File: src/rtl/core/scc_pkg.sv
`default_nettype none

package scc_pkg;

  localparam int unsigned REF_DEPTH = 1024;
  localparam int unsigned TIME_BITS = 32;

  localparam int unsigned SAMPLE_BITS = 32;
  localparam int unsigned WINDOW_BITS = 32;
  localparam int unsigned TOTAL_BITS  = 32;

  localparam int unsigned ADDR_BITS = $clog2(REF_DEPTH);
  localparam int unsigned LEN_BITS  = $clog2(REF_DEPTH + 1);
  // wide enough for x + window without wrap
  localparam int unsigned CALC_BITS =
    ((TIME_BITS > WINDOW_BITS) ? TIME_BITS : WINDOW_BITS) + 1;

  localparam logic OP_LOAD  = 1'b0;
  localparam logic OP_PROBE = 1'b1;

  typedef enum logic [2:0] {
    ST_IDLE,
    ST_BOUNDS,
    ST_LO_RD,
    ST_LO_CMP,
    ST_HI_RD,
    ST_HI_CMP,
    ST_ADD,
    ST_EMIT
  } scc_state_e;

  typedef struct packed {
    logic load;
    logic capture;
    logic bounds;
    logic rd_en;
    logic rd_sel_k;
    logic lptr_inc;
    logic start_count;
    logic k_inc;
    logic add;
    logic emit;
  } scc_cmd_t;

  typedef struct packed {
    logic lptr_lt_len;
    logic k_lt_len;
    logic below_lo;
    logic within_hi;
    logic last_probe;
    logic out_free;
  } scc_status_t;

endpackage

`default_nettype wire

File: src/rtl/core/scc_ctrl.sv
`default_nettype none

module scc_ctrl
  import scc_pkg::*;
(
  input  wire logic        clk_i,
  input  wire logic        rst_ni,
  input  wire logic        in_valid_i,
  input  wire logic        in_opcode_i,
  output logic             in_stall_o,
  input  wire scc_status_t status_i,
  output scc_cmd_t         cmd_o
);

  scc_state_e state_q, state_d;
  logic       accept;

  assign in_stall_o = (state_q != ST_IDLE);
  assign accept     = in_valid_i && (state_q == ST_IDLE);

  always_ff @(posedge clk_i or negedge rst_ni) begin
    if (!rst_ni) begin
      state_q <= ST_IDLE;
    end else begin
      state_q <= state_d;
    end
  end

  always_comb begin
    state_d = state_q;
    unique case (state_q)
      ST_IDLE: begin
        if (accept && (in_opcode_i == OP_PROBE)) state_d = ST_BOUNDS;
      end
      ST_BOUNDS: state_d = ST_LO_RD;
      ST_LO_RD: begin
        state_d = status_i.lptr_lt_len ? ST_LO_CMP : ST_HI_RD;
      end
      ST_LO_CMP: begin
        state_d = status_i.below_lo ? ST_LO_RD : ST_HI_RD;
      end
      ST_HI_RD: begin
        state_d = status_i.k_lt_len ? ST_HI_CMP : ST_ADD;
      end
      ST_HI_CMP: begin
        state_d = status_i.within_hi ? ST_HI_RD : ST_ADD;
      end
      ST_ADD: begin
        state_d = status_i.last_probe ? ST_EMIT : ST_IDLE;
      end
      ST_EMIT: begin
        if (status_i.out_free) state_d = ST_IDLE;
      end
      default: state_d = ST_IDLE;
    endcase
  end

  always_comb begin
    cmd_o = '0;
    unique case (state_q)
      ST_IDLE: begin
        cmd_o.load    = accept && (in_opcode_i == OP_LOAD);
        cmd_o.capture = accept && (in_opcode_i == OP_PROBE);
      end
      ST_BOUNDS: cmd_o.bounds = 1'b1;
      ST_LO_RD: begin
        cmd_o.rd_en       = status_i.lptr_lt_len;
        cmd_o.start_count = !status_i.lptr_lt_len;
      end
      ST_LO_CMP: begin
        cmd_o.lptr_inc    = status_i.below_lo;
        cmd_o.start_count = !status_i.below_lo;
      end
      ST_HI_RD: begin
        cmd_o.rd_en    = status_i.k_lt_len;
        cmd_o.rd_sel_k = 1'b1;
      end
      ST_HI_CMP: cmd_o.k_inc = status_i.within_hi;
      ST_ADD:    cmd_o.add = 1'b1;
      ST_EMIT:   cmd_o.emit = status_i.out_free;
      default: cmd_o = '0;
    endcase
  end

endmodule

`default_nettype wire

File: config.mk
export PLATFORM = sky130hd
export DESIGN_NAME = scc_ctrl
export DESIGN_NICKNAME = d
export VERILOG_FILES = /design/src/rtl/core/scc_pkg.sv /design/src/rtl/core/scc_ctrl.sv
export SDC_FILE = /design/constraint.sdc
export NUM_CORES = 1
export LEC_CHECK = 0
export ABC_AREA = 0
export BUFFER_PORTS_ARGS = -buffer_cell sky130_fd_sc_hd__buf_2
export CORE_AREA = 2 2 39 41
export DETAILED_ROUTE_END_ITERATION = 12
export DIE_AREA = 0 0 41 43
export PLACE_DENSITY = 0.56
export SYNTH_ARGS = -nofsm -noshare
export SYNTH_HDL_FRONTEND = slang
export SYNTH_SLANG_ARGS = --single-unit
File: constraint.sdc
create_clock -name clk_i -period 1.58 [get_ports clk_i]
set_input_delay 0 -clock clk_i [delete_from_list [all_inputs] [get_ports clk_i]]
set_output_delay 0 -clock clk_i [all_outputs]
set_load 0.005 [all_outputs]
# == Word-level counts from Yosys, hierarchy flattened ==
# Cells that the tools add are included.
# word_totals
regBits,3
output_inout_bits,11
# classes
eq_ne,9
muxes,17
bitwise,1
reduce_logical,8
# op_table
operator,n
3-bit case mux with 8 select lines,1
3-bit 2-to-1 mux,5
3-bit == test (second input constant),4
3-bit by 2-bit == test with 1-bit output (second input constant),2
1-bit 2-to-1 mux,6
2-bit 2-to-1 mux,3
1-bit case mux with 2 select lines,2
3-bit by 1-bit == test with 1-bit output (second input constant),1
1-bit logical AND,3
3-bit zero test,1
3-bit nonzero test,1
1-bit zero test,2
2-bit by 1-bit inequality test with 1-bit output (second input constant),1
2-bit inequality test (second input constant),1
2-bit AND reduction,1
1-bit inverter,1

# == Longest topological paths before layout ==
# Gate-level depths: netlist of the first run.
# depth
word_depth,5
ltp_mapped,4
ltp_nobuf,3

# == Worst setup path after synthesis of the first run ==
# No wires, ideal clock.
# synth_path
path_kind,register to register
startpoint,reg state_q[0]
endpoint,reg state_q[2]
setup_ns,0.118
t_arrival_ns,0.974
slack_ns,0.488
path_stages_with_launch,4
n_path_buf,0
synth_period_minus_slack_ns,1.092
path_cell_list,dfrtp_1 or2_1 a21o_1 a21o_1
# synth_via
elab_chain_cells,5
# synth_rtl
element,line,source
"start, declared",scc_ctrl.sv:15,"scc_state_e state_q, state_d;"
"start signal, assigned",scc_ctrl.sv:25,state_q <= state_d;
3-bit zero test,"scc_ctrl.sv:19, scc_ctrl.sv:31",
1-bit logical AND,scc_ctrl.sv:19,assign accept = in_valid_i && (state_q == ST_IDLE);
1-bit logical AND,scc_ctrl.sv:33,if (accept && (in_opcode_i == OP_PROBE)) state_d = ST_BOUNDS;
2-bit by 1-bit inequality test with 1-bit output (no line),-,
2-bit AND reduction (no line),-,
# Parallel ways exist; a longest one is shown, timed or not.
# A chain may end at the register's enable or synchronous reset.

==> results of run 1 <==
synth_stat cells (2+ instances only):
cell type  instances  share of area
nand2_1            8          0.092
a21o_1             2          0.046
buf_6              2          0.069
nor3b_1            2          0.046
or2_1              2          0.038
dfrtp_1            3           0.23
nor2_1             5          0.057
layout make-up:
class,count,area share
multi-input cells,33,0.466
repair buffers,22,0.255
flip-flops and latches,3,0.163
clock buffers,4,0.0569
well taps,16,0.0434
inverters,2,0.0163
kinds of logic after synthesis:
logic type	synth area share
buf+inv	0.114
simple gates	0.473
flops	0.229
compound gates	0.183
worst max path at each step:
stage                      startpoint                     end  slack, ns  cells after the start
2_1_floorplan  state_q[0]$_DFFE_PN0P_  state_q[2]$_DFFE_PN0P_       0.49                      3
3_3_place_gp   state_q[0]$_DFFE_PN0P_  state_q[2]$_DFFE_PN0P_       0.32                      3
3_5_place_dp   state_q[0]$_DFFE_PN0P_  state_q[2]$_DFFE_PN0P_       0.30                      3
4_1_cts        state_q[0]$_DFFE_PN0P_                cmd_o[3]       0.12                      3
5_1_grt        state_q[0]$_DFFE_PN0P_                cmd_o[3]       0.02                      3
6_report       state_q[0]$_DFFE_PN0P_                cmd_o[3]       0.14                      3
report_power, final:
| part | internal [uW] | switching (uW) |
|---|---|---|
| clock | 94.7 | 40.6 |
| combinational | 227 | 207 |
| sequential | 116 | 111 |
per-stage QoR:
| step | hold slack (ns) | setup WS [ns] |
|---|---|---|
| CTS | 0.0814 | 0.116 |
| global route | 0.120 | 0.0188 |
| finish | 0.120 | 0.143 |
| floorplan | -0.296 | 0.488 |
| global placement | -0.201 | 0.322 |
| detailed placement | -0.201 | 0.302 |
timing repair:
action / CTS / global route
hold buffers: 1 / 0
setup endpoints to repair: 0 / 0
endpoints found under the hold margin: 3 / 0
critical path, cell delays in order (launching register included):
cell and delay, ns:
dfrtp_1 0.60, nor2b_2 0.10, nor4b_4 0.33, buf_2 0.17
layout by cell type (no fill, tap or decap), drive strengths merged:
master	count
a211o	1
a211oi	1
a21o	2
a21oi	1
a311oi	1
and3	1
buf	21
clkbuf	4
dfrtp	3
dlygate4sd3	1
inv	2
nand2	9
nand2b	1
nand3	1
nand3b	1
nor2	5
nor2b	1
nor3	2
nor3b	2
nor4b	1
o221ai	1
or2	2
per-layer routing:
metal / share of wire / GRT usage
met1: 0.46 / 0.135
met2: 0.48 / 0.166
met3: 0.059 / 0.0471
met4: 0 / 0.0200
met5: 0 / 0
==> flow_summary.toml, run 1 <==
[run_status]
outcome = "completed"

[synthesis]
syn_inst = 41
synthArstFlopShare = 1.00
ys_types = 24
synth_edf_count = 0
avgSynthCellArea_um2 = 8.00
synth-seq-cells = 3
synth_fp_nets = 51
yosys_warnings = 0
ys.flop_type = "dfrtp_1"
synth_seq_area_share = 0.229
syn_area_um2 = 328

[global_route]
grt_start_max_net_pins = 15
grt_overflow = 0
antenna_found_initial = 0
grtUsageTotal = 0.108
grt_first_pass_wirelength_mm = 1.30
grt_pass1_vias = 333

[floorplanning]
core_um2 = 1380
io_pins = 21
die_y_um = 43
fp.dieW_um = 41
rows = 14
start_util = 0.237
die-area_um2 = 1760

[sta]
grt_setup_unrepaired = "false"
tightest_slew_ns = 0.434
finalCriticalPeriod_ns = 1.44
setup_viol = 0
skew_ns = 0.00148
max_freq_mhz = 696
final-hold-violation-count = 0
relSlewSlack = 0.711
drv_slew = 0
min_period_over_period = 0.910
fin_setup_tns_ns = 0

[pwr]
p_per_area_nw_per_um2 = 1720
total_power_uw = 796
vdd_drop_max_uv = 712
p_leak_uw = 0.000243

[placed_design]
place_inst = 75
place_area_um2 = 425
numPortBuffers = 20
place.gp.congestion = 0.799
dpl.hpwl_um = 611

[setup_path]
cp_max_fo = 14
cp.required_ns = 1.58
ff2ff_path_depth = 3
ff2ff_setup_slack_ns = 0.30
r2r-end = "state_q[2]$_DFFE_PN0P_"
endpoint_kind = "output pin"
arrival_ns = 1.44
r2r_start = "state_q[0]$_DFFE_PN0P_"
startpoint_type = "flip-flop"
path_class = "flip-flop to output pin"

[layout]
layout-drive-gt1-share = 0.469
antenna-diode-count = 0
regMostFlops = "state_q"
multi_input_area_um2 = 215
largest_reg_flops = 3
fin_nets = 75
syn_to_final_growth_pct = 40.8
stdcell_area_um2 = 462
reg_top3 = "state_q (3)"
fin_cells = 80
fin_util = 0.334
regArea_um2 = 75.1
fillers = 160

[routing]
ant_nets = 0
drt-total-wl_um = 826
drt_pass1_iterations = 4
vias_per_cell = 4.46
drtIter0Drc = 4
wl_per_cell_um = 10.3
drc = 0
vias = 357

[clocking]
cts_max_path_buffers = 2
postCtsSetupBuffers = 0
cts_resized = 0
cts_tree = "done"
clock-root-buffer = "clkbuf_4"
h-tree-depth = 1
cts.clk_slew.worst_paths_ns = 0.04
cts_buffers = 3
clock_latency_ns = 0.23
cts.sinks = 3

[hold_path]
hold_class = "primary input to async pin"

[flow_run]
drv_cap = 0
No activity file was read; power rests on OpenSTA's default activity.
==> run 2, diff against run 1 <==
--- a/config.mk
+++ b/config.mk
@@ -6,10 +6,11 @@
 export NUM_CORES = 1
 export LEC_CHECK = 0
 export ABC_AREA = 0
-export BUFFER_PORTS_ARGS = -buffer_cell sky130_fd_sc_hd__buf_2
+export BUFFER_PORTS_ARGS = -buffer_cell sky130_fd_sc_hd__buf_4
 export CORE_AREA = 2 2 39 41
 export DETAILED_ROUTE_END_ITERATION = 12
 export DIE_AREA = 0 0 41 43
+export GPL_TIMING_DRIVEN = 0
 export PLACE_DENSITY = 0.56
 export SYNTH_ARGS = -nofsm -noshare
 export SYNTH_HDL_FRONTEND = slang
==> flow_summary.toml, run 2 (same netlist as run 1, synthesis figures left out) <==
[setup_path]
path_class = "flip-flop to output pin"
cp.buffers_inverters = 2
path_common_cell = "buf_4"
slowest_delay_ns = 0.42
r2r-end = "state_q[2]$_DFFE_PN0P_"
startpoint_type = "flip-flop"
endpoint_kind = "output pin"
cp_cell_sequence = "buf_4 > nor3_2 > and3_1 > buf_4"
critPathSlowestCell = "dfrtp_1"
cp_max_fo = 10
r2r_start = "state_q[0]$_DFFE_PN0P_"
ff2ff_path_depth = 3
ff2ff_setup_slack_ns = 0.43
cp.required_ns = 1.58
critPathTopFamily = "flip-flops"
arrival_ns = 1.36

[routing]
drtIter0Drc = 5
drt_pass1_iterations = 3
ant_nets = 0
drc = 0
wl_per_cell_um = 10.6
vias = 373
drt-total-wl_um = 869
vias_per_cell = 4.55

[global_route]
antenna_found_initial = 0
grt_overflow = 0
grt_first_pass_wirelength_mm = 1.29
grt_start_max_net_pins = 11
grtUsageTotal = 0.105
grt_pass1_vias = 322

[placed_design]
place_area_um2 = 498
numPortBuffers = 20
place.gp.congestion = 0.719
place_inst = 77
dpl.hpwl_um = 674

[clocking]
cts_buffers = 3
clock_latency_ns = 0.24
clock-root-buffer = "clkbuf_4"
postCtsSetupBuffers = 0
cts.clk_slew.worst_paths_ns = 0.04
cts_tree = "done"
cts.sinks = 3
cts_resized = 0
cts_max_path_buffers = 2
h-tree-depth = 1

[layout]
regArea_um2 = 75.1
antenna-diode-count = 0
fin_util = 0.386
fin_nets = 77
final_common_cell = "buf_4"
multi_input_area_um2 = 215
stdcell_area_um2 = 534
fin_cells = 82
layout-drive-gt1-share = 0.485
syn_to_final_growth_pct = 63.0
mostFrequentLayoutCells = "buf_4 (21), nand2_1 (8), nor2_1 (5)"
regMostFlops = "state_q"
largest_reg_flops = 3
fillers = 153
reg_top3 = "state_q (3)"

[hold_path]
hold_class = "primary input to async pin"

[pwr]
p_leak_uw = 0.000265
vdd_drop_max_uv = 534
p_per_area_nw_per_um2 = 1720
total_power_uw = 920

[sta]
setup_viol = 0
skew_ns = 0.00279
finalCriticalPeriod_ns = 1.36
max_freq_mhz = 736
fin_setup_tns_ns = 0
tightest_slew_ns = 0.301
relSlewSlack = 0.798
min_period_over_period = 0.860
drv_slew = 0
final-hold-violation-count = 0
grt_setup_unrepaired = "false"

[floorplanning]
die-area_um2 = 1760
rows = 14
fp.dieW_um = 41
io_pins = 21
core_um2 = 1380
start_util = 0.237
die_y_um = 43

[run_status]
outcome = "completed"

[flow_run]
drv_cap = 0
run 2: changes by cell type in the layout (fill, tap and decap cells not counted):
cell   previous run  this run
buf_2            20         0
buf_4             1        21
buf_6             0         2
run 2: per-layer routing:
metal	GRT usage	up-vias	wire, um
met1	0.147	169	371
met5	0	-	0
met2	0.156	12	432
met4	0.0600	0	17
li1	-	190	-
met3	0	2	48
run 2: timing repair:
item / 4_1_cts / 5_1_grt
hold buffers: 1 / 0
endpoints found under the setup margin: 0 / 0
hold endpoints to repair: 3 / 0
run 2: how the worst max path moves through the flow:
stage                                start                     end  slack [ns]  cells after the start
finish              state_q[2]$_DFFE_PN0P_                cmd_o[8]        0.22                      4
global route        state_q[2]$_DFFE_PN0P_                cmd_o[8]        0.14                      4
CTS                 state_q[2]$_DFFE_PN0P_                cmd_o[8]        0.22                      4
detailed placement  state_q[0]$_DFFE_PN0P_  state_q[2]$_DFFE_PN0P_        0.43                      3
global placement    state_q[0]$_DFFE_PN0P_  state_q[2]$_DFFE_PN0P_        0.43                      3
floorplan           state_q[0]$_DFFE_PN0P_  state_q[2]$_DFFE_PN0P_        0.49                      3
run 2: power breakdown:
group	switching, uW	internal [uW]
registers	43.7	117
logic	299	321
clock network	43.6	94.9
run 2: worst register-to-register path, delay by kind of cell, from the launching register on:
kind / cells / cell delay, ns
AND/OR/NAND/NOR: 1 / 0.26
flip-flops: 1 / 0.43
AO/OA/AOI/OAI: 2 / 0.34
run 2: stage by stage:
step | hold slack, ns | worst slack (ns)
after global routing | 0.108 | 0.143
after CTS | 0.0938 | 0.223
final | 0.0869 | 0.221
after global placement | -0.211 | 0.428
after floorplan | -0.296 | 0.488
after detailed placement | -0.211 | 0.431
run 2: cell type report:
cell class	instances	area share
Sequential cell	3	0.141
Buffer	3	0.0562
Inverter	2	0.0141
Multi-Input combinational cell	33	0.403
Timing Repair Buffer	21	0.300
Tap cell	16	0.0375
Clock buffer	4	0.0492
